<file path="src/hdl/dbsm_pkg.sv">
// Shared types, codes and sizes for the DFA byte-stream matcher.
`default_nettype none

package dbsm_pkg;

  localparam int DEFAULT_STATE_COUNT   = 256;
  localparam int DEFAULT_POSITION_BITS = 32;

  localparam int FIFO_DEPTH = 8;
  localparam int PTR_BITS   = $clog2(FIFO_DEPTH);
  localparam int FILL_BITS  = $clog2(FIFO_DEPTH + 1);

  localparam logic [1:0] OP_WR_TRANS  = 2'd0;
  localparam logic [1:0] OP_WR_ACCEPT = 2'd1;
  localparam logic [1:0] OP_DATA      = 2'd2;
  localparam logic [1:0] OP_END       = 2'd3;

  localparam logic [1:0] KIND_MATCH   = 2'd0;
  localparam logic [1:0] KIND_VERDICT = 2'd1;
  localparam logic [1:0] KIND_END     = 2'd2;

  typedef struct packed {
    logic [1:0] op;
    logic [7:0] state_index;
    logic [7:0] symbol;
    logic [7:0] next_state;
    logic       next_valid;
    logic       accept_flag;
    logic [7:0] data_byte;
  } in_item_t;

  typedef struct packed {
    logic [1:0]  kind;
    logic [31:0] match_start;
    logic [31:0] match_length;
    logic [31:0] match_id;
    logic        matched;
    logic        last;
  } out_item_t;

  typedef struct packed {
    logic      valid0;
    logic      valid1;
    out_item_t item0;
    out_item_t item1;
  } res_push_t;

  typedef struct packed {
    logic                 nonempty;
    logic [FILL_BITS-1:0] fill;
  } fifo_stat_t;

endpackage

`default_nettype wire

</file>
<file path="src/hdl/dbsm_result_fifo.sv">
// Result queue taking up to two beats per cycle and giving one.
`default_nettype none

module dbsm_result_fifo import dbsm_pkg::*; (
  input  wire            clk,
  input  wire            rst_n,
  input  wire res_push_t push,
  input  wire            pop,
  output out_item_t      head,
  output fifo_stat_t     stat
);

  out_item_t            qmem [FIFO_DEPTH];
  logic [PTR_BITS-1:0]  wptr_r;
  logic [PTR_BITS-1:0]  wptr_nxt;
  logic [PTR_BITS-1:0]  rptr_r;
  logic [FILL_BITS-1:0] fill_r;

  assign wptr_nxt = wptr_r + PTR_BITS'(1);

  always_ff @(posedge clk) begin
    if (push.valid0) begin
      qmem[wptr_r] <= push.item0;
    end
    if (push.valid1) begin
      qmem[wptr_nxt] <= push.item1;
    end
  end

  always_ff @(posedge clk) begin
    if (!rst_n) begin
      wptr_r <= '0;
      rptr_r <= '0;
      fill_r <= '0;
    end else begin
      wptr_r <= wptr_r + PTR_BITS'(push.valid0) + PTR_BITS'(push.valid1);
      if (pop) begin
        rptr_r <= rptr_r + PTR_BITS'(1);
      end
      fill_r <= fill_r + FILL_BITS'(push.valid0) + FILL_BITS'(push.valid1)
              - FILL_BITS'(pop);
    end
  end

  assign head          = qmem[rptr_r];
  assign stat.nonempty = (fill_r != '0);
  assign stat.fill     = fill_r;

endmodule

`default_nettype wire

</file>
<file path="config.mk">
export PLATFORM = sky130hd
export DESIGN_NAME = dbsm_result_fifo
export DESIGN_NICKNAME = d
export VERILOG_FILES = /design/src/hdl/dbsm_pkg.sv /design/src/hdl/dbsm_result_fifo.sv
export SDC_FILE = /design/constraint.sdc
export NUM_CORES = 1
export LEC_CHECK = 0
export BUFFER_PORTS_ARGS = -buffer_cell sky130_fd_sc_hd__buf_2
export CORE_MARGIN = 2
export CORE_UTILIZATION = 35
export DETAILED_ROUTE_END_ITERATION = 16
export PLACE_DENSITY_LB_ADDON = 0.3
export SLEW_MARGIN = 20
export SYNTH_ARGS = -nofsm -noshare
export SYNTH_HDL_FRONTEND = slang
export SYNTH_SLANG_ARGS = --single-unit
</file>
<file path="constraint.sdc">
create_clock -name clk -period 13.29 [get_ports clk]
set_input_delay 1.329 -clock clk [delete_from_list [all_inputs] [get_ports clk]]
set_output_delay 1.329 -clock clk [all_outputs]
set_load 0.05 [all_outputs]
</file>
; ---- Word level (Yosys, flattened, before mapping)
; Memories as Yosys holds them, arrays and structs flattened. A register that Yosys moved wholly into a read port is not among the register bits.
; Index checks and enable logic that the tools add are counted.
[word_totals]
ff_bits = 10
mem_bits_rw = 800
input_bits = 205
out_inout_bits = 105
word_cells = 18
n_memories = 1
[op_classes]
add_sub_neg = 7
mux = 6
reduce_logical = 1
[mem_list]
columns = name, words, width, read_ports, rd_ports_with_merged_regs, wr, line
row1 = qmem, 8, 100, 1, 1, 2, dbsm_result_fifo.sv:13  ; out_item_t qmem [FIFO_DEPTH];
[op_table]
columns = operator, n
row1 = 4-bit by 1-bit adder with 4-bit output, 2
row2 = 3-bit by 1-bit adder with 3-bit output, 2
row3 = 3-bit by 1-bit adder with 3-bit output (second input constant), 2
row4 = 3-bit 2-to-1 mux, 2
row5 = 1-bit 2-to-1 mux, 4
row6 = 4-bit nonzero test, 1
row7 = 4-bit by 1-bit subtractor with 4-bit output, 1

; ---- Depth between registers and ports, before layout
[logic_depth]
word_depth = 3
ltp_mapped = 7
ltp_nobuf = 7

; ---- Worst setup path after synthesis
; No wires, ideal clock.
[synth_timing]
kind = input to register
startpoint = input port push[201] (netlist bit)
endpoint = memory qmem[0][0] (netlist bit), enable pin
setup_time_ns = 0.710
arrival_time_ns = 8.879
required_time_ns = 12.580
setup_slack_ns = 3.700
cell_stages = 2
path_buffers = 0
cell_sequence = nand2b_1 o32ai_1
[synth_rtl]
columns = item, line
row1 = from (decl), dbsm_result_fifo.sv:7  ; input wire res_push_t push,
row2 = to (decl), dbsm_result_fifo.sv:13

==> tab_implementation.tex <==
\begin{tabular}{lr}
\hline
Metric & Value \\
\hline
\multicolumn{2}{l}{\textbf{Status}} \\
\quad Result of the run & finished, final reports clean \\
\multicolumn{2}{l}{\textbf{Placed design}} \\
\quad Number of cells in the design after placement & 3847 \\
\quad Port Buffer Count & 309 \\
\quad Detail Placement HPWL & 63.79 mm \\
\quad RD Place Congestion & 0.7546 \\
\multicolumn{2}{l}{\textbf{Floorplan}} \\
\quad Row cnt & 124 \\
\quad Total core area & 0.1140 mm² \\
\quad Overall die area & 0.1173 mm² \\
\quad Chip width & 342.5 µm \\
\quad Starting density of the core & 35.17\% \\
\quad Number of placed I/O pins & 310 \\
\quad Height of the chip & 342.5 µm \\
\multicolumn{2}{l}{\textbf{Clocking}} \\
\quad Number of buffers created by CTS & 94 \\
\quad Number of sinks driven by the clock tree & 813 \\
\quad Number of buffers added to fix hold violations after cts & 0 \\
\quad Maximum buffer depth of the clock tree & 3 \\
\quad Clk slew on worst S/H paths & 60 ps \\
\quad Clock Root Buffer & sky130\_fd\_sc\_hd\_\_clkbuf\_16 \\
\quad Setup Buffers After CTS & 0 \\
\quad Clock tree from TritonCTS & done \\
\quad Clock latency reported for the late side of the worst-skew pair & 680 ps \\
\quad Number of H-tree levels & 3 \\
\quad Cells resized by post-CTS repair & 0 \\
\multicolumn{2}{l}{\textbf{STA}} \\
\quad Setup repair after global routing missed its margin & false \\
\quad Final Hold Vio Count & 0 \\
\quad Worst Max-Slew Pin Slew & 1099 ps \\
\quad Normalized max-slew margin & 26.71\% \\
\quad Time the final worst path needs with I/O delays and setup & 5409 ps \\
\quad Sum Neg Setup Slack & 0 ps \\
\quad Number of setup violations in the final report & 0 \\
\quad Max Freq & 184.9 MHz \\
\quad Worst clock skew & 27.26 ps \\
\quad Final cycle utilization of the critical path & 40.70\% \\
\quad Slew Limit Fails & 0 \\
\multicolumn{2}{l}{\textbf{GRT}} \\
\quad Met3 layer usage reported by global route & 3.468\% \\
\quad Pin count of the biggest net entering global routing & 94 \\
\quad First-pass GRT wire length & 161.2 mm \\
\quad Via count of the first global-routing pass & 24050 \\
\quad Grt met2 use & 34.67\% \\
\quad Most Crowded Layer GR & met2 \\
\quad Global routing usage summed across all routing layers & 18.76\% \\
\quad Met1 layer usage reported by global route & 22.36\% \\
\quad Antenna violations before repair & 41 \\
\quad Total overflow reported by the global router & 0 \\
\multicolumn{2}{l}{\textbf{Final layout}} \\
\quad Non-Filler Instances & 4028 \\
\quad Synthesis-to-finish area growth & 15.52\% \\
\quad Most used cells in the layout excluding fill and tap cells & sky130\_fd\_sc\_hd\_\_mux2\_2 (900), sky130\_fd\_sc\_hd\_\_edfxtp\_1 (800), sky130\_fd\_sc\_hd\_\_buf\_2 (309) \\
\quad Most common library cell in the layout ignoring fill and taps & sky130\_fd\_sc\_hd\_\_mux2\_2 \\
\quad Number of filler instances in the final layout & 10270 \\
\quad Total Nets Final & 2646 \\
\quad Fraction of layout instances using a drive strength above 1 & 63.92\% \\
\multicolumn{2}{l}{\textbf{Worst setup path}} \\
\quad Worst setup path category & flop to primary output \\
\quad FF-to-FF End & qmem[3][32]\$\_DFFE\_PP\_ \\
\quad Total stage count of the critical path & 5 \\
\quad Critical path fanouts, max & 93 \\
\quad Launching element type of the critical path & flop \\
\quad Setup crit end kind & primary output \\
\quad Cell at the slowest stage of the critical path & sky130\_fd\_sc\_hd\_\_dfxtp\_4 \\
\quad FF-to-FF setup slack & 8830 ps \\
\quad Worst path buffer plus inverter count & 3 \\
\quad Number of cells on the worst reg-to-reg path & 7 \\
\quad Critical Path Max Stage Delay & 840 ps \\
\quad Critical Path RT & 11960 ps \\
\quad Kind of cell adding the most delay to the critical path & buffers and inverters \\
\quad Ordered cell list for the critical path & buf\_12 -> buf\_4 -> mux4\_2 -> mux2\_2 -> buf\_2 \\
\quad Arrival time of data at the critical path endpoint & 4080 ps \\
\quad Worst reg2reg startpoint & wptr\_r[0]\$\_SDFF\_PN0\_ \\
\multicolumn{2}{l}{\textbf{Route}} \\
\quad Vias per cell & 5.400 \\
\quad 1st-iter DRT viols & 1390 \\
\quad Initial DRT Pass Iterations & 5 \\
\quad Post-route ant nets & 0 \\
\quad Overall routed net length & 110.5 mm \\
\quad Wirelength per Cell & 27.43 µm \\
\quad Vias & 21750 \\
\quad Number of remaining DRC errors & 0 \\
\multicolumn{2}{l}{\textbf{Synth}} \\
\quad Share of synthesized area occupied by flip-flops and latches & 60.55\% \\
\quad Area leader, netlist & sky130\_fd\_sc\_hd\_\_edfxtp\_1 \\
\quad Register bit count reported by yosys & 813 \\
\quad Unique masters post-synth & 32 \\
\quad Synthesized area divided by synthesized cell count & 18.87 µm² \\
\quad Yosys synthesis warning count & 0 \\
\quad Gate count of the mapped netlist & 2125 \\
\quad Synth Cell Area & 0.04010 mm² \\
\quad Post-synth top area share & 59.90\% \\
\quad Number of nets in the synthesized netlist & 2340 \\
\quad Top area cells in the synthesized netlist & sky130\_fd\_sc\_hd\_\_edfxtp\_1 (60\%), sky130\_fd\_sc\_hd\_\_mux2\_2 (25\%), sky130\_fd\_sc\_hd\_\_mux4\_2 (11\%), sky130\_fd\_sc\_hd\_\_buf\_2 (1.2\%), sky130\_fd\_sc\_hd\_\_dfxtp\_1 (0.65\%) \\
\multicolumn{2}{l}{\textbf{Pwr}} \\
\quad Power per cell area & 155.6 mW/mm² \\
\quad IR drop worst, VDD & 0.1021 mV \\
\quad Total leakage power & 15.06 nW \\
\multicolumn{2}{l}{\textbf{Flow run}} \\
\quad Max-cap violations & 0 \\
\multicolumn{2}{l}{\textbf{Hold path}} \\
\quad Hold crit path type & flop to flop \\
\quad Worst Min Path Start & rptr\_r[2]\$\_SDFFE\_PN0P\_ \\
\quad Hold path cells & 2 \\
\hline
\end{tabular}
[power by group]
part           leakage (nW)  switching [mW]  internal, mW
Combinational          6.18           0.927         0.572
Clock                  1.43            1.06          1.43
Sequential             7.45          0.0731          3.14
[synth_stat cells]
library cell                 n
sky130_fd_sc_hd__o32ai_1     1
sky130_fd_sc_hd__fa_1        3
sky130_fd_sc_hd__xnor2_2     1
sky130_fd_sc_hd__xnor2_1     1
sky130_fd_sc_hd__buf_4       9
sky130_fd_sc_hd__a21o_1      1
sky130_fd_sc_hd__mux4_2    200
sky130_fd_sc_hd__dfxtp_1    13
sky130_fd_sc_hd__nand3_1     1
sky130_fd_sc_hd__nor3b_1     1
sky130_fd_sc_hd__nand2_1     9
sky130_fd_sc_hd__inv_1       9
sky130_fd_sc_hd__ha_1        7
sky130_fd_sc_hd__nor3_1      2
sky130_fd_sc_hd__edfxtp_1  800
sky130_fd_sc_hd__and2_1      8
sky130_fd_sc_hd__nor2b_1     2
sky130_fd_sc_hd__buf_1       5
sky130_fd_sc_hd__nor2_1      4
sky130_fd_sc_hd__clkbuf_1   35
sky130_fd_sc_hd__buf_2      94
sky130_fd_sc_hd__o21bai_1    2
sky130_fd_sc_hd__mux2_2    900
sky130_fd_sc_hd__o21ai_0     2
sky130_fd_sc_hd__or2_2       1
sky130_fd_sc_hd__mux2i_1     2
sky130_fd_sc_hd__o31ai_1     1
sky130_fd_sc_hd__nand3b_1    1
sky130_fd_sc_hd__nand2b_1    3
sky130_fd_sc_hd__o22ai_1     2
sky130_fd_sc_hd__a21oi_1     1
sky130_fd_sc_hd__xor2_1      4
[per-stage QoR]
stage                     worst slack, ps  hold WS, ps  instance area, µm²  power (mW)  utilization [%]
after detailed placement             8331        572.4               43360       4.801            38.03
after floorplan                      3700        512.5               40100       4.354                -
after global routing                 7528        613.2               46320       7.479            40.62
after global placement               8386        545.4               43360       4.768            38.03
after CTS                            7646        588.2               46310       7.308            40.61
final                                7881        581.0               46330       7.207            40.63
[flip-flops by register name (all words and copies together) (netlist names), named ones only]
name and count:
fill_r 4, rptr_r 3, wptr_r 3, qmem 800
[how the worst max path moves through the flow]
stage / from / endpoint
after detailed placement: flop / head[34]
after global placement: push[200] / qmem[7][34]$_DFFE_PP_
final: flop / head[34]
after global routing: flop / head[38]
after floorplan: push[201] / qmem[0][0]$_DFFE_PP_
after CTS: flop / head[34]
[cells by family (layout without fill, tap and decap cells)]
family          after synthesis  in the layout  share of synthesized area (%)
other cells                   0              8                              0
mux                        1102           1102                          36.55
fa+ha+maj                    10             10                         0.3681
compound gates               10             10                         0.1653
buf+inv                     152            535                          1.800
flops                       813            813                          60.55
simple gates                 32             32                         0.4149
xor+xnor                      6              6                         0.1498
[metal layers]
layer / up-vias / part of all wire [%]
li1: 9421 / -
met1: 11550 / 39
met2: 535 / 54
met3: 218 / 4.5
met4: 28 / 2.3
met5: - / 0.16
[layout make-up]
type / instances / area [µm²] / area share, %
sequential: 813 / 24290 / 52.44
clock inverter: 59 / 498.0 / 1.075
inverter: 9 / 33.78 / 0.07292
antenna: 8 / 20.02 / 0.04321
clock buffer: 114 / 2447 / 5.282
tap: 1512 / 1892 / 4.083
timing repair buffer: 353 / 1889 / 4.078
multi-input combinational: 1160 / 15250 / 32.93
[tightest hold or removal path: stages, from the launching register on]
cell and delay (ps):
sky130_fd_sc_hd__dfxtp_1 320, sky130_fd_sc_hd__xnor2_1 60, sky130_fd_sc_hd__and2_1 160
No activity file was read; power rests on OpenSTA's default activity.
